[src/rtl/mcr_pkg.sv]
// Shared types and constants for the Muskingum-Cunge routing block.
// Used by mcr_mul, mcr_div and muskingum_cunge_routing_step; no dependencies.
package mcr_pkg;

	localparam int unsigned RemW = 100;
	localparam int unsigned QuoW = 64;
	localparam int unsigned AccW = 128;

	localparam logic [1:0] ST_OK   = 2'd0;
	localparam logic [1:0] ST_CLIP = 2'd1;
	localparam logic [1:0] ST_HOLD = 2'd2;

	localparam logic [1:0] CFG_WIDTH = 2'd0;
	localparam logic [1:0] CFG_SLOPE = 2'd1;
	localparam logic [1:0] CFG_REACH = 2'd2;

	localparam logic [62:0] D_CAP   = 63'h4000_0000_0000_0000;
	localparam logic [62:0] TWO_Q32 = 63'h0000_0002_0000_0000;

	typedef struct packed {
		logic              valid;
		logic signed [32:0] a;
		logic signed [32:0] b;
		logic [1:0]        shift;
		logic              clear;
	} mul_op_t;

	typedef struct packed {
		logic            start;
		logic [RemW-1:0] rem_init;
		logic [RemW-1:0] dvsr;
		logic [QuoW-1:0] low;
		logic [6:0]      steps;
	} div_cmd_t;

endpackage

[src/rtl/mcr_mul.sv]
// Shared signed 33x33 multiplier with a registered product and a 128-bit
// shifting accumulator. Depends on mcr_pkg.
module mcr_mul import mcr_pkg::*; (
	input  logic                clk,
	input  logic                arst_n,
	input  mul_op_t             op,
	output logic [AccW-1:0]     acc
);
	logic signed [65:0] p_s1;
	logic [1:0]         sh_s1;
	logic               clr_s1;
	logic               v_s1;
	logic [AccW-1:0]    acc_q;
	logic [AccW-1:0]    ext;

	always_ff @(posedge clk or negedge arst_n) begin
		if (!arst_n) begin
			v_s1 <= 1'b0;
		end else begin
			v_s1 <= op.valid;
		end
	end

	always_ff @(posedge clk) begin
		p_s1   <= op.a * op.b;
		sh_s1  <= op.shift;
		clr_s1 <= op.clear;
		if (v_s1) begin
			acc_q <= (clr_s1 ? '0 : acc_q) + (ext << {sh_s1, 5'b0});
		end
	end

	assign ext = {{(AccW-66){p_s1[65]}}, p_s1};
	assign acc = acc_q;

endmodule

[config.mk]
export PLATFORM = sky130hd
export DESIGN_NAME = mcr_mul
export DESIGN_NICKNAME = d
export VERILOG_FILES = /design/src/rtl/mcr_pkg.sv /design/src/rtl/mcr_mul.sv
export SDC_FILE = /design/constraint.sdc
export NUM_CORES = 2
export LEC_CHECK = 0
export CORE_MARGIN = 4
export CORE_UTILIZATION = 51
export CTS_CLUSTER_DIAMETER = 100
export DETAILED_ROUTE_END_ITERATION = 7
export DONT_BUFFER_PORTS = 1
export GPL_TIMING_DRIVEN = 0
export PLACE_DENSITY = 0.76
export SLEW_MARGIN = 30
export SYNTH_ARGS = -nofsm -noshare
export SYNTH_HDL_FRONTEND = slang
export SYNTH_SLANG_ARGS = --single-unit
[constraint.sdc]
create_clock -name clk -period 5.35 [get_ports clk]
set_input_delay 0.535 -clock clk [delete_from_list [all_inputs] [get_ports clk]]
set_output_delay 0.535 -clock clk [all_outputs]
set_load 0.05 [all_outputs]
Word level (Yosys, flattened, before mapping)
Cells that the tools add are included.

Flip-flop bits (word level): 198. Output and inout bits: 128. Logic and storage cells: 9. Bits of input ports: 72.

Multiplexer cells: 1. Shifts and indexed selects: 1. Add/sub/neg operators: 1. Multiply operators: 1.

Operator list (count): 128-bit adder (1); 128-bit 2-to-1 mux (1); 128-bit by 7-bit << shifter with 128-bit output (1); 33-bit by 33-bit multiplier with 66-bit output (1).

Depth between registers and ports, before layout
Depth after elaboration: 2. Mapped depth: 30.

Worst setup path before layout
OpenSTA, ideal clock, no wires.

Kind: in2reg. From: input port op[68] (netlist name). To: register p_s1[63]. Library setup time: 0.072 ns. Path slack: -2.628 ns. Arrival: 7.906 ns. Cell stages on the path: 27. Path through: clkbuf_1 -> nand2_1 -> inv_1 -> fa_1 -> fa_1 -> fa_1 -> inv_1 -> fa_1 -> inv_1 -> fa_1 -> fa_1 -> inv_1 -> fa_1 -> fa_1 -> inv_1 -> ha_1 -> a21o_1 -> a21oi_1 -> nor2b_1 -> o21a_1 -> o21ai_0 -> nand2b_1 -> a21oi_1 -> nor2b_1 -> a211o_1 -> a21oi_1 -> xnor2_1.

Word-level cells in the longest chain between the ends: 1.

RTL lines: from (decl) (line mcr_mul.sv:6) `input mul_op_t op,`; 33-bit by 33-bit multiplier with 66-bit output (line mcr_mul.sv:25) `p_s1 <= op.a * op.b;`; to (signal assigned) (line mcr_mul.sv:25); to (decl) (line mcr_mul.sv:9) `logic signed [65:0] p_s1;`.

Every way passes these cells. A chain may end at the register's enable or synchronous reset.

Worst setup path in the final report
From: input port op[59] (netlist name). To: register p_s1[65].

Same word-level chain as after synthesis.

==> impl_summary.md <==
Status
The run finished, with violations left. The final reports fail on setup timing.

Global routing
The aggregate global routing overflow is 0. The number of global-route vias before repair was 46400. The pin count of the biggest net entering global routing is 53. The initial antenna violation count is 15.

In the global route stage, overall resource usage came out at 0.375. The first global-routing pass estimated just over 300 mm of wire.

Synthesis
The Yosys step of the flow raised 0 warnings. In this run, synthesis inferred 128 flip-flops with an integrated enable. Counting every net in the synthesized netlist gives about 7600.

The portion of synthesized area spent on multiplexers is 0.00628. The combinational family with the most area after synthesis is adder cells. In the synthesized netlist the dominant register cell turns out to be sky130_fd_sc_hd__edfxtp_1. The async set-reset flop share out of synthesis is 0.00505. The share of synthesized cell area in full adder, half adder and majority cells is 0.503.

Of the total synthesized cell area, the portion taken by AND, OR, NAND and NOR gates is 0.170. Synthesis inferred between 150 and 200 register bits. Yosys mapped the design onto 84 distinct sky130hd cell types. For this run, the register share of the synthesized area comes to 0.0969.

The post-synthesis share of cell area spent on xor and xnor gates is 0.0318. A synthesized cell averages 9.03 um2. The cell count after synthesis came out at 5999. In this run the cell area of the synthesized design comes to about 0.054 mm2. The compound-cell area share of the yosys netlist is 0.0884.

Floorplan
The effective utilization at floorplan is 0.514. The die span in y is 334 um. Row generation in the floorplan step produced around 120 rows.

The floorplan step set the die width to 334 um. The top-level I/O count is 200. The die covers 0.112 mm2.

The floorplan step defined a core boundary enclosing between 0.1 and 0.15 mm2.

Detailed routing
After detailed routing, the average wire length per cell comes to roughly 28 um. After the first detailed-routing iteration, the DRC count stood at approximately 4600. The antenna violation net count after detailed routing is 0.

The pre-antenna-repair detailed-routing pass consisted of 6 iterations. The routed layout has between 40000 and 50000 vias. The number of vias per cell is between 5 and 6. The total DRC errors in the routed layout is 0. The final layout contains routed wiring with a total length of about 210 mm.

Place
At the end of routability-driven placement, the weighted congestion stood at between 1 and 1.5. Input and output buffers added on the ports amount to 0. In this run, placement finished with an instance count of around 7400.

Summed over all nets, the half-perimeter wirelength after detailed placement is between 150 and 200 mm.

STA
The aggregate negative setup slack is -77.59 ns. The actual slew at the worst max-slew pin is between 0.9 and 1 ns. The smallest clock period supported by the final layout is computed as between 7 and 8 ns. The fmax is roughly 130 MHz. Setup repair after global routing could not meet its margin everywhere. Setup violations remaining at the end of the flow were counted as 51. The setup skew after layout is 0.0205 ns.

The worst max-slew margin expressed relative to the limit is 0.346. The post-route worst hold slack is 0.0708 ns. The ratio of final minimum period to clock period is 1.41. The final-report hold violation count is 0. The count of final max-slew check failures is 0. Setup slack on the critical path of the routed design comes to -2.21 ns.

Clock network
The TritonCTS clock tree is done. In this run the deepest clock path goes through 2 buffers. The clock slew seen by the registers of the worst setup and hold paths is 0.09 ns. The later pin in the worst-skew pair is clocked with a latency of approximately 0.48 ns. TritonCTS created 17 clock buffers.

The root buffer cell is sky130_fd_sc_hd__clkbuf_16. The H-tree was split into 4 levels. The number of sinks driven by the clock tree is approximately 200.

Final layout
For this run, the post-layout net count is roughly 7700. The layout-stage area growth over the synthesis result is 11.5%. Leaving out fill and tap cells, the most frequent cells in the layout are 1125 x sky130_fd_sc_hd__inv_1, 1095 x sky130_fd_sc_hd__fa_1, 684 x sky130_fd_sc_hd__nand2_1, 533 x sky130_fd_sc_hd__and2_1, 306 x sky130_fd_sc_hd__ha_1. At the end of the flow the core is filled with cells to 0.573. The most common cell after layout, fill and taps aside is sky130_fd_sc_hd__inv_1.

Excluding fillers, the count of instances in the completed layout stands at ~7500. In the final layout, the share of cells above drive strength 1 is 0.115.

Critical path
The critical-path maximum fanout is 9. The worst-case reg-to-reg path depth is 15. The critical path in this run is classified as in2reg. The kind of end point of the critical path is a flop.

For the worst setup path, the data required time is 5.73 ns. The startpoint type of the worst setup path is an input pin. The signal arrival time at the worst endpoint is 7.95 ns.

Worst hold path
The number of cells traversed by the worst hold path is 0. The worst hold path belongs to the class in2reg.

Flow run
Across the run, the number of max-cap violations was 0.
[registers in the layout, summed over array words and instances, names as in the netlist]
| name | cells |
|---|---|
| acc | 128 |
| clr_s1 | 1 |
| p_s1 | 66 |
| sh_s1 | 2 |
| v_s1 | 1 |
[layer usage]
layer / GRT usage / part of all wire / vias up
li1: - / - / 18600
met1: 0.460 / 0.36 / 22200
met2: 0.555 / 0.42 / 3033
met3: 0.147 / 0.14 / 740
met4: 0.239 / 0.080 / 12
met5: 0 / 0.00033 / -
[cell usage after synthesis (8+ instances only)]
library cell,instances,share of area
sky130_fd_sc_hd__inv_1,1183,0.082
sky130_fd_sc_hd__fa_1,1146,0.42
sky130_fd_sc_hd__nand2_1,698,0.048
sky130_fd_sc_hd__and2_1,582,0.067
sky130_fd_sc_hd__ha_1,344,0.079
sky130_fd_sc_hd__a21oi_1,297,0.027
sky130_fd_sc_hd__clkbuf_1,288,0.020
sky130_fd_sc_hd__nor2_1,152,0.011
sky130_fd_sc_hd__nor2b_1,147,0.017
sky130_fd_sc_hd__o21ai_0,137,0.013
sky130_fd_sc_hd__edfxtp_1,128,0.071
sky130_fd_sc_hd__xnor2_1,123,0.020
sky130_fd_sc_hd__a21o_1,112,0.016
sky130_fd_sc_hd__xor2_1,74,0.012
sky130_fd_sc_hd__dfxtp_1,69,0.025
sky130_fd_sc_hd__nand4_1,61,0.0070
sky130_fd_sc_hd__nand3_1,50,0.0046
sky130_fd_sc_hd__o21bai_1,47,0.0065
sky130_fd_sc_hd__mux2i_1,34,0.0063
sky130_fd_sc_hd__nor3_1,32,0.0030
sky130_fd_sc_hd__a31oi_1,30,0.0035
sky130_fd_sc_hd__nand2b_1,27,0.0031
sky130_fd_sc_hd__o21a_1,22,0.0030
sky130_fd_sc_hd__and3_1,20,0.0023
sky130_fd_sc_hd__buf_2,18,0.0017
sky130_fd_sc_hd__o211ai_1,13,0.0018
sky130_fd_sc_hd__a211oi_1,10,0.0014
sky130_fd_sc_hd__buf_1,10,0.00069
sky130_fd_sc_hd__o21ai_1,10,0.00092
sky130_fd_sc_hd__o31ai_1,10,0.0014
sky130_fd_sc_hd__a221o_1,9,0.0017
sky130_fd_sc_hd__or3_1,9,0.0010
sky130_fd_sc_hd__nor4_1,8,0.00092
[what timing repair did]
action                                  4_1_cts  5_1_grt
endpoints found under the setup margin       97       89
pin swaps                                    54      150
hold buffers                                  1        0
resized for setup                           372      321
cloned                                        1        1
setup buffers                                41       51
hold endpoints to repair                      1        0
[cells by family after synthesis]
group | Yosys count
compound gates | 766
flops | 198
simple gates | 1815
fa+ha+maj | 1490
xor+xnor | 197
mux | 34
buf+inv | 1499
[final cells by class]
cell class,count,area (um2)
repair buffers,85,868
diodes,27,67.6
multi-input cells,4302,44900
clock inverters,13,149
flip-flops and latches,198,5250
plain buffers,314,2490
well taps,1391,1740
inverters,1183,4460
clock buffers,19,475
fillers,9275,45000
[worst paths after layout]
check	from	endpoint	slack (ns)
hold reg to reg	p_s1[0]$_DFF_P_	acc[0]$_DFFE_PP_	0.87
min in group asynchronous	arst_n	v_s1$_DFF_PN0_	0.25
setup / recovery	op[59]	p_s1[65]$_DFF_P_	-2.21
max in group asynchronous	arst_n	v_s1$_DFF_PN0_	4.99
hold / removal	op[69]	v_s1$_DFF_PN0_	0.07
setup reg to reg	sh_s1[0]$_DFF_P_	acc[82]$_DFFE_PP_	0.12
[through the flow]
stage | setup WS, ns | cell area [um2]
6_report | -2.21 | 60400
5_1_grt | -2.28 | 60300
4_1_cts | -2.05 | 59100
3_5_place_dp | -3.45 | 57000
3_3_place_gp | -3.57 | 56900
2_1_floorplan | -1.91 | 55100
[critical path, cell delays in order]
cell	delay, ns
sky130_fd_sc_hd__clkbuf_16	0.15
sky130_fd_sc_hd__buf_12	0.15
sky130_fd_sc_hd__and2_1	0.18
sky130_fd_sc_hd__fa_2	0.69
sky130_fd_sc_hd__fa_1	0.47
sky130_fd_sc_hd__fa_2	0.66
sky130_fd_sc_hd__inv_1	0.09
sky130_fd_sc_hd__fa_1	0.50
sky130_fd_sc_hd__inv_1	0.06
sky130_fd_sc_hd__fa_1	0.52
sky130_fd_sc_hd__fa_1	0.45
sky130_fd_sc_hd__fa_1	0.50
sky130_fd_sc_hd__fa_1	0.57
sky130_fd_sc_hd__ha_4	0.24
sky130_fd_sc_hd__a21o_1	0.18
sky130_fd_sc_hd__a21o_1	0.18
sky130_fd_sc_hd__a21oi_2	0.15
sky130_fd_sc_hd__o21ai_2	0.11
sky130_fd_sc_hd__a31oi_4	0.24
sky130_fd_sc_hd__o221ai_4	0.19
sky130_fd_sc_hd__o32ai_4	0.37
sky130_fd_sc_hd__o21ai_4	0.14
sky130_fd_sc_hd__a211o_1	0.30
sky130_fd_sc_hd__a21oi_2	0.15
sky130_fd_sc_hd__xnor2_1	0.16
Power is left out: the tool's default activity adds up to more than one toggle a clock period on the data nets, which glitch-free logic cannot reach.
