### src/rtl/mcr_pkg.sv
// Shared types and constants for the Muskingum-Cunge routing block.
// Used by mcr_mul, mcr_div and muskingum_cunge_routing_step; no dependencies.
package mcr_pkg;

	localparam int unsigned RemW = 100;
	localparam int unsigned QuoW = 64;
	localparam int unsigned AccW = 128;

	localparam logic [1:0] ST_OK   = 2'd0;
	localparam logic [1:0] ST_CLIP = 2'd1;
	localparam logic [1:0] ST_HOLD = 2'd2;

	localparam logic [1:0] CFG_WIDTH = 2'd0;
	localparam logic [1:0] CFG_SLOPE = 2'd1;
	localparam logic [1:0] CFG_REACH = 2'd2;

	localparam logic [62:0] D_CAP   = 63'h4000_0000_0000_0000;
	localparam logic [62:0] TWO_Q32 = 63'h0000_0002_0000_0000;

	typedef struct packed {
		logic              valid;
		logic signed [32:0] a;
		logic signed [32:0] b;
		logic [1:0]        shift;
		logic              clear;
	} mul_op_t;

	typedef struct packed {
		logic            start;
		logic [RemW-1:0] rem_init;
		logic [RemW-1:0] dvsr;
		logic [QuoW-1:0] low;
		logic [6:0]      steps;
	} div_cmd_t;

endpackage

### src/rtl/mcr_div.sv
// Restoring divider that produces one quotient bit per cycle.
// Depends on mcr_pkg for the command type.
module mcr_div import mcr_pkg::*; (
	input  logic            clk,
	input  logic            arst_n,
	input  div_cmd_t        cmd,
	output logic            busy,
	output logic [QuoW-1:0] quo,
	output logic [RemW-1:0] rem
);
	logic [RemW-1:0] rem_q;
	logic [RemW-1:0] dvsr_q;
	logic [QuoW-1:0] low_q;
	logic [QuoW-1:0] quo_q;
	logic [6:0]      cnt_q;
	logic            busy_q;
	logic [RemW:0]   rem2;
	logic [RemW:0]   diff;
	logic            ge;

	assign rem2 = {rem_q, low_q[QuoW-1]};
	assign diff = rem2 - {1'b0, dvsr_q};
	assign ge   = rem2 >= {1'b0, dvsr_q};

	always_ff @(posedge clk or negedge arst_n) begin
		if (!arst_n) begin
			busy_q <= 1'b0;
			cnt_q  <= '0;
		end else if (cmd.start) begin
			busy_q <= 1'b1;
			cnt_q  <= cmd.steps;
		end else if (busy_q) begin
			cnt_q <= cnt_q - 7'd1;
			if (cnt_q == 7'd1) begin
				busy_q <= 1'b0;
			end
		end
	end

	always_ff @(posedge clk) begin
		if (cmd.start) begin
			rem_q  <= cmd.rem_init;
			dvsr_q <= cmd.dvsr;
			low_q  <= cmd.low;
			quo_q  <= '0;
		end else if (busy_q) begin
			rem_q <= ge ? diff[RemW-1:0] : rem2[RemW-1:0];
			low_q <= {low_q[QuoW-2:0], 1'b0};
			quo_q <= {quo_q[QuoW-2:0], ge};
		end
	end

	assign busy = busy_q;
	assign quo  = quo_q;
	assign rem  = rem_q;

endmodule

### config.mk
export PLATFORM = sky130hd
export DESIGN_NAME = mcr_div
export DESIGN_NICKNAME = d
export VERILOG_FILES = /design/src/rtl/mcr_pkg.sv /design/src/rtl/mcr_div.sv
export SDC_FILE = /design/constraint.sdc
export NUM_CORES = 1
export LEC_CHECK = 0
export BUFFER_PORTS_ARGS = -buffer_cell sky130_fd_sc_hd__buf_2
export CORE_MARGIN = 3
export CORE_UTILIZATION = 50
export DETAILED_ROUTE_END_ITERATION = 10
export PLACE_DENSITY_LB_ADDON = 0.25
export SLEW_MARGIN = 10
export SYNTH_ARGS = -nofsm -noshare
export SYNTH_HDL_FRONTEND = slang
export SYNTH_SLANG_ARGS = --single-unit
export TNS_END_PERCENT = 5
### constraint.sdc
create_clock -name clk -period 7.76 [get_ports clk]
set_clock_uncertainty 0.15 [all_clocks]
set_input_delay 1.164 -clock clk [delete_from_list [all_inputs] [get_ports clk]]
set_output_delay 1.164 -clock clk [all_outputs]
set_load 0.02 [all_outputs]
Word-level counts from Yosys, hierarchy flattened
Index checks and enable logic that the tools add are counted.
- output and inout bits: 165
- bits of input ports: 274
- register bits: 336
- logic and storage cells: 21
- reductions and logical operators: 1
- equality and inequality tests: 1
- order comparisons: 1
- $add $sub $neg: 2
- muxes and demuxes: 10
- operators with widths (kind ; number):
    $mux 100 ; 3
    $mux 64 ; 2
    $ge 101x100->1 ; 1
    $sub 100x100->100 ; 1
    $mux 7 ; 2
    $eq 7x1->1 const B ; 1
    $sub 7x1->7 const B ; 1
    $mux 1 ; 3
    $reduce_bool 2->1 ; 1

Logic depth before layout (Yosys ltp)
Gate-level depths: netlist (run 1).
- depth after elaboration: 4
- mapped depth: 17
- mapped depth without buffers: 15

Worst setup path after synthesis (run 1)
OpenSTA, ideal clock, no wires.
- kind: input -> register
- start point: input cmd[271] (netlist bit)
- end point: register low_q[0], enable pin
- data required time: 7155 ps
- path buffers: 3
- path slack: 3100 ps
- setup time: 455 ps
- arrival: 4055 ps
- stages: 4
- cell sequence: clkbuf_1 -> clkbuf_1 -> clkbuf_1 -> or2_2
- longest elaborated chain between the ends: 1
- RTL lines (item ; RTL line ; source):
    start: declaration ; mcr_div.sv:6 ; input div_cmd_t cmd,
    $reduce_bool 2->1 (no source line) ; -- ;
    end signal: assignment ; mcr_div.sv:44 ; low_q <= cmd.low;
    end signal: assignment ; mcr_div.sv:48 ; low_q <= {low_q[QuoW-2:0], 1'b0};
    end: declaration ; mcr_div.sv:13 ; logic [QuoW-1:0] low_q;
No other way between the ends.
A chain may end at the register's enable or synchronous reset.

Final worst setup path (run 1)
- start point: register rem_q[67], in the netlist rem[67]
- end point: register rem_q[55], in the netlist rem[55], data pin
- longest elaborated chain between the ends: 4
- RTL lines (item ; RTL line ; source):
    start: declaration ; mcr_div.sv:11 ; logic [RemW-1:0] rem_q;
    start signal: assignment ; mcr_div.sv:42 ; rem_q <= cmd.rem_init;
    start signal: assignment ; mcr_div.sv:47 ; rem_q <= ge ? diff[RemW-1:0] : rem2[RemW-1:0];
    $ge 101x100->1 ; mcr_div.sv:23 ; assign ge = rem2 >= {1'b0, dvsr_q};
    $mux 100 ; mcr_div.sv:47 ;
    $mux 100 ; mcr_div.sv:46 ; end else if (busy_q) begin
    $mux 100 ; mcr_div.sv:41 ; if (cmd.start) begin
No other way between the ends. The select of a mux whose other input is x is not followed.

==> metrics.txt, run 1 <==
outcome=finished, final reports clean; CP endpoint kind=flip-flop; Max-Cap Viols=0; EDFF count, synth=264; cts bufs inserted=38; largest net degree at the start of global routing=192; slowest cell delay on critical path=940 ps; Slew @ Worst Pin=1120 ps; Die Wd=209 µm; WS Path Type=reg -> reg; Final HPWL DP=48400 µm; total of warnings raised by yosys=0; area leader, netlist=edfxtp_1; IO Port Bufs=438; Total Routed Length=63700 µm; sequential area share after synthesis=45.8%; area share of the largest cell type after synthesis=38.6%; critical path cell sequence=ha_1 -> nand4_1 -> or3_1 -> nor2_1 -> nand2_1 -> nor4_1 -> a211o_1 -> or2_4 -> buf_4 -> mux2i_1 -> a21oi_1; total gr overflow=0; TritonCTS clock tree=built; Max clock buf depth=3; nets@finish=2829; core footprint=40200 µm²; CP Buf/Inv Count=1; first-pass GRT wire length=96900 µm; ranking of synthesized cells by area=edfxtp_1 (39%), dfxtp_1 (6.2%), ha_1 (6.2%); RSZ-0062 raised after global routing=no; dpl cell area=23000 µm²; Critical Path Start Type=flip-flop; Die Span Y=209 µm; PostCTS Resize Cnt=0; Hold Path Class=in -> async; ys async rst share=2.38%; Num Clock Sinks=336; count leader, synth=edfxtp_1; Crit-path slowest cell=or2_4; CTS root buffer=clkbuf_16; Max Fclk=202 MHz; clock slew at reported path FFs=60 ps; vias in the first global route=17380; I/O pin total=439; synthesized flop and latch total=336; placed cell count=2937; maximum VDD drop=0.000190 V; Non-Filler Instances=3014; Post-Syn Area=20500 µm²; Max FO, Critical Path=62; worst relative slew slack=25.5%; commonest cells in the netlist=edfxtp_1 (264), a21oi_1 (228), nor2_1 (213); Via Count=17679; syn_nets=2461; post-route antenna net violation count=0; depth of the CTS H-tree=2; part of the cycle the worst path needs=63.7%; Final Hold Viols=0; Netlist cell types=94; Period minus WS final=4940 ps; hold_buf cts=0; final slew viol count=0; PD cells=403 nW/µm²; GRT Total Usage=27.9%; drt drc=0; CP arrival=5060 ps; routability cong.=0.942; via/cell ratio=5.87; WP data required=7880 ps; P_leak=11.1 nW; initial core utilization=51.1%; Post-CTS Setup Inserts=0; Top Family by Delay on Critical Path=simple AND/OR/NAND/NOR gates; antenna violations before repair=25; layout cells sized above 1=24.4%; DR iter-0 viols=1425; Cell Rows=73; clk_lat worst skew=560 ps; Setup TNS=0 ps; DR pass1 iterations=5; endpoints failing setup=0; area delta synth->final=17.6%; synthesized instance count=2084; full die area=43600 µm²; post-synthesis area per instance=9.86 µm²; Wirelength per Cell=21.1 µm; final instance area=24200 µm²; dominant synthesized flop cell=edfxtp_1; FILL cells=3513
## per-stage QoR
stage          utilization (%)  setup slack (ps)  hold WS (ps)  power, W
6_report                  60.2              2820           291   0.00975
5_1_grt                   60.1              2500           279    0.0103
4_1_cts                   60.1              2750           263   0.00975
3_5_place_dp              57.2              2800           357   0.00798
3_3_place_gp              57.2              2910           320   0.00792
2_1_floorplan                -              3100           375   0.00651
## cells by family (layout without fill, tap and decap cells)
logic type               count (synthesis)  count (layout)  synth area share [%]
other                                    0              10                     0
flip-flops                             336             336                  45.8
AND/OR/NAND/NOR                        543             543                  12.3
XOR/XNOR                                86              86                  3.67
adder cells (fa/ha/maj)                103             103                  6.31
AO/OA/AOI/OAI                          556             556                  16.8
multiplexers                           192             192                  9.80
buffers and inverters                  268             663                  5.32
## path summary, 6_finish.rpt
kind,start,endpoint,slack [ps],depth (start not counted)
max in group asynchronous,arst_n,busy,6980,1
setup reg to reg,rem[67],rem[55],2820,11
min in group clk,quo[32],quo[33],370,2
setup / recovery,rem[67],rem[55],2820,11
hold / removal,arst_n,cnt_q[6],290,1
hold reg to reg,quo[32],quo[33],370,2
## per-layer routing
metal  routed length (µm)  vias to the layer above  share of wire, %  track usage (%)
li1                     -                     8324                 -                -
met1                26100                     8391                41             35.9
met2                29200                      769                46             44.6
met3                 5930                      163               9.3             8.12
met4                 2300                       32               3.6             10.6
met5                  201                        -              0.32                0
## sequential cells by signal, summed over array words and instances (netlist names)
| name | flops |
|---|---|
| dvsr_q | 100 |
| rem | 100 |
| low_q | 64 |
| quo | 64 |
| cnt_q | 7 |
| busy | 1 |
## worst register-to-register path, delay by kind of cell, from the launching register on
family | cells | cell delay [ps]
AOI/OAI and AO/OA | 2 | 570
buffers and inverters | 1 | 570
DFF | 1 | 420
muxes | 1 | 280
and+or+nand+nor | 6 | 2190
adders and majority gates | 1 | 480
## cell usage in the layout, fill, tap and decap left out, drive strengths merged, types with 5 or more instances in the layout
cell type  instances
a211oi            12
a21boi             6
a21o              45
a21oi            233
a221o              6
a221oi             8
a2bb2oi            9
a31oi             22
and2               5
and3              15
buf              446
clkbuf            52
clkinv            11
dfrtp              8
dfxtp             64
diode             10
edfxtp           264
ha               102
inv              152
mux2              68
mux2i            124
nand2            143
nand2b            10
nand3             26
nand4             57
nor2             216
nor2b              5
nor3              25
nor4              11
o211ai             7
o21a              12
o21ai            119
o21bai            35
o31ai             10
or3               11
xnor2             52
xor2              34
## power by group
part / leakage (nW) / switching (W) / internal, W
logic: 7.19 / 0.00333 / 0.00199
clock network: 0.561 / 0.000752 / 0.000970
registers: 3.30 / 0.000283 / 0.00242
## layout make-up
class	instances	area, µm²	area share [%]
sequential	336	9410	38.9
tap	525	657	2.72
timing repair buffer	446	2290	9.46
inverter	150	568	2.35
multi-input combinational	1480	10100	41.6
clock buffer	52	1020	4.24
clock inverter	15	143	0.590
antenna	10	25.0	0.104
Power figures use the tool's default switching activity.
==> run 2: changes to the inputs <==
clock period = 4.5 ns   (was 7.76 ns; I/O delays follow)
==> metrics.txt, run 2 (synthesis results as in run 1) <==
sequential power share=27.4%; most frequent cells in the layout=buf_2 (437), edfxtp_1 (264), a21oi_1 (228); depth of the CTS H-tree=2; Setup TNS=0 ps; core footprint=40200 µm²; full die area=43600 µm²; area of the multi-input gates=10100 µm²; Clk pwr share=18.5%; TritonCTS clock tree=built; Sw Ratio=43.9%; PD cells=701 nW/µm²; Max-Cap Viols=0; largest net degree at the start of global routing=133; RSZ-0062 raised after global routing=no; Cell Int Power=0.00963 W; post-route antenna net violation count=0; FF-to-FF path depth=12; most common cell after layout, fill and taps aside=buf_2; part of the cycle the worst path needs=94.4%; Max clock buf depth=3; DR pass1 iterations=7; routability cong.=0.977; RR Startpoint=rem[6]; initial core utilization=51.1%; CTS root buffer=clkbuf_16; maximum VDD drop=0.000474 V; Max FO, Critical Path=26; CP Launch Point=rem[6]; DR iter-0 viols=1309; Logic pwr share=54.1%; Period minus WS final=4250 ps; dpl cell area=23200 µm²; clk_lat worst skew=560 ps; Sw Pwr=0.00755 W; nets@finish=2852; worst relative slew slack=25.8%; final slew viol count=0; drt drc=0; first-pass GRT wire length=97900 µm; Via Count=17595; I/O pin total=439; cts bufs inserted=39; Max Fclk=235 MHz; area delta synth->final=19.3%; CP endpoint kind=flip-flop; layout cells sized above 1=25.3%; final instance area=24500 µm²; GRT Total Usage=28.2%; Final Hold Viols=0; WP data required=4610 ps; CP endpoint=rem[72]; endpoints failing setup=0; Hold Path Class=in -> reg; antenna violations before repair=23; Die Span Y=209 µm; Post-CTS Setup Inserts=0; reg-to-reg endpoint=rem[72]; Critical Path Start Type=flip-flop; vias in the first global route=17779; WS Path Type=reg -> reg; Slew @ Worst Pin=1110 ps; Cell Rows=73; sequential cell area=9410 µm²; P_leak=11.2 nW; CP arrival=4360 ps; clock slew at reported path FFs=60 ps; Num Clock Sinks=336; reg2reg setup slack=250 ps; Total Routed Length=63600 µm; outcome=finished, final reports clean; Die Wd=209 µm; Wirelength per Cell=20.9 µm; IO Port Bufs=438; total gr overflow=0; FILL cells=3454; Final HPWL DP=49200 µm; via/cell ratio=5.80
==> run 2: cell count changes in the layout (fill, tap and decap cells not counted), sizes merged <==
cell,before,now
buf,446,467
clkbuf,52,53
clkinvlp,1,0
diode,10,6
bufinv,1,4
dlygate4sd3,0,1
clkinv,11,10
==> run 2: metal layers <==
layer	GRT usage, %	vias up	part of all wire, %
li1	-	8374	-
met1	35.8	8305	41
met2	45.2	724	46
met3	8.18	160	9.1
met4	11.7	32	4.2
met5	0	-	0.32
==> run 2: final cells by class <==
class                           count  area share (%)
Multi-Input combinational cell   1480            41.1
Sequential cell                   336            38.4
Timing Repair Buffer              468            10.2
Clock buffer                       53            4.32
Tap cell                          525            2.68
Inverter                          150            2.32
Clock inverter                     16           0.837
Antenna cell                        6          0.0613
==> run 2: power groups by stage <==
stage	Sequential (W)	Clock, W	Combinational, W
finish	0.00470	0.00318	0.00930
global route	0.00478	0.00337	0.0101
CTS	0.00470	0.00325	0.00919
detailed placement	0.00476	0	0.00913
global placement	0.00473	0	0.00905
floorplan	0.00520	0	0.00603
==> run 2: worst min-delay path by stage <==
| stage | cells after the start | start | to |
|---|---|---|---|
| finish | 1 | cmd[85] | dvsr_q[14] |
| global route | 1 | cmd[85] | dvsr_q[14] |
| CTS | 1 | cmd[83] | dvsr_q[12] |
| detailed placement | 2 | quo[63] | quo[63] |
| global placement | 2 | quo[63] | quo[63] |
| floorplan | 0 | arst_n | busy |
==> run 2: critical path, stage by stage, from the launching register on <==
cell and delay (ps):
edfxtp_1 410, ha_1 460, and3_1 380, nand3_1 150
a211o_1 300, o211a_4 200, nor4_4 430, o21ai_2 130
a21oi_2 280, or2_4 400, buf_12 270, mux2i_1 260
a21oi_1 100
==> run 2: repair_timing <==
| action | 4_1_cts | 5_1_grt |
|---|---|---|
| endpoints found under the hold margin | 8 | 0 |
| hold buffers | 1 | 0 |
| resized for setup | 0 | 7 |
| endpoints found under the setup margin | 0 | 8 |
==> run 2: through the flow <==
step	util [%]	std cells	hold slack (ps)	total power, W	worst slack, ps
after global routing	61.0	3032	114	0.0183	26.7
after detailed placement	57.7	2958	344	0.0139	50.4
final	61.0	3034	139	0.0172	254
after CTS	60.9	3028	109	0.0171	34.3
after floorplan	-	2084	229	0.0112	234
after global placement	57.7	2958	320	0.0138	148
==> run 3: changes to the inputs <==
CELL_PAD_IN_SITES_DETAIL_PLACEMENT = 0   (was not set)
CELL_PAD_IN_SITES_GLOBAL_PLACEMENT = 1   (was not set)
CORE_UTILIZATION = 38   (was 50)
==> metrics.txt, run 3 (synthesis results as in run 1) <==
outcome=finished, final reports clean; Max FO, Critical Path=5; Wirelength per Cell=21.3 µm; WS Path Type=reg -> reg; area delta synth->final=21.4%; TritonCTS clock tree=built; most common cell after layout, fill and taps aside=buf_2; Max-Cap Viols=0; CP endpoint kind=flip-flop; I/O pin total=439; reg2reg setup slack=250 ps; RSZ-0062 raised after global routing=no; Cell Rows=84; routability cong.=0.902; post-route antenna net violation count=0; worst relative slew slack=38.8%; DR iter-0 viols=1044; antenna violations before repair=28; most frequent cells in the layout=buf_2 (437), edfxtp_1 (264), a21oi_1 (228); total gr overflow=0; GRT Total Usage=23.3%; Final HPWL DP=52800 µm; largest net degree at the start of global routing=127; Die Wd=239 µm; initial core utilization=38.7%; RR Startpoint=low_q[63]; final slew viol count=0; Setup TNS=0 ps; part of the cycle the worst path needs=94.3%; full die area=56900 µm²; layout cells sized above 1=25.8%; vias in the first global route=17655; Die Span Y=239 µm; Hold Path Depth=1; Power, Total=0.0177 W; nets@finish=2852; depth of the CTS H-tree=2; CP Launch Point=low_q[63]; Max Fclk=236 MHz; core footprint=53100 µm²; Total Routed Length=68400 µm; Hold EP=dvsr_q[69]; DR pass1 iterations=5; Critical Path Start Type=flip-flop; PD cells=709 nW/µm²; reg-to-reg endpoint=rem[74]; via/cell ratio=5.41; cts bufs inserted=41; FF-to-FF path depth=15; hold_sp=cmd[140]; clk_lat worst skew=580 ps; CTS root buffer=clkbuf_16; clock slew at reported path FFs=60 ps; P_leak=11.3 nW; Final Hold Viols=0; endpoints failing setup=0; CP arrival=4430 ps; IO Port Bufs=438; drt drc=0; Slew @ Worst Pin=918 ps; WP data required=4680 ps; Max clock buf depth=3; maximum VDD drop=0.000324 V; first-pass GRT wire length=104000 µm; Hold Path Class=in -> reg; Period minus WS final=4250 ps; Num Clock Sinks=336; Via Count=17369
run 3: what timing repair did:
| action | in CTS | in global routing |
|---|---|---|
| setup endpoints to repair | 0 | 5 |
| buffers inserted | 0 | 0 |
| hold buffers | 1 | 0 |
| gates resized for setup | 0 | 4 |
| endpoints found under the hold margin | 8 | 0 |
run 3: power by group:
part           switching, W  leakage [nW]  internal, W
clock network       0.00142         0.714      0.00217
registers          0.000505          3.30      0.00418
logic               0.00583          7.32      0.00358
total               0.00776          11.3      0.00993
run 3: critical path, cell delays in order, from the launching register on:
cell,delay [ps]
edfxtp_1,400
inv_1,80
ha_1,200
inv_1,70
fa_1,410
a21oi_1,210
o21ai_1,140
a211oi_1,440
o31ai_1,250
and4_1,280
o21ai_2,320
a2111oi_1,190
o21bai_1,310
nand2_1,110
xor2_1,150
a221o_1,320
run 3: final cells by class:
cell class	count	area, µm²
Antenna cell	15	37.5
Multi-Input combinational cell	1480	10100
Fill cell	5150	28100
Sequential cell	336	9410
Inverter	150	568
Tap cell	688	861
Clock buffer	47	1130
Clock inverter	27	332
Timing Repair Buffer	466	2530
run 3: worst max-delay path by stage:
| stage | end | cells after the start | slack, ps |
|---|---|---|---|
| floorplan | low_q[0] | 4 | 230 |
| global placement | rem[80] | 17 | 250 |
| detailed placement | rem[98] | 15 | 170 |
| CTS | rem[98] | 15 | 170 |
| global route | rem[88] | 13 | 70 |
| finish | rem[74] | 15 | 250 |
run 3: metal layers:
layer	vias to the layer above	global-route usage [%]	wire, µm
li1	8377	-	-
met1	8335	30.2	29400
met2	528	38.3	32000
met3	105	7.40	5670
met4	24	5.57	1230
met5	-	0	168
run 3: metrics by stage:
stage	setup WS [ps]	cells	util [%]	hold slack [ps]	area (µm²)
floorplan	234	2084	-	229	20500
global placement	248	3119	44.1	319	23400
detailed placement	167	3119	44.1	332	23400
CTS	170	3194	46.9	81.8	24900
global route	69.8	3199	46.9	95.7	24900
finish	255	3209	47.0	124	24900
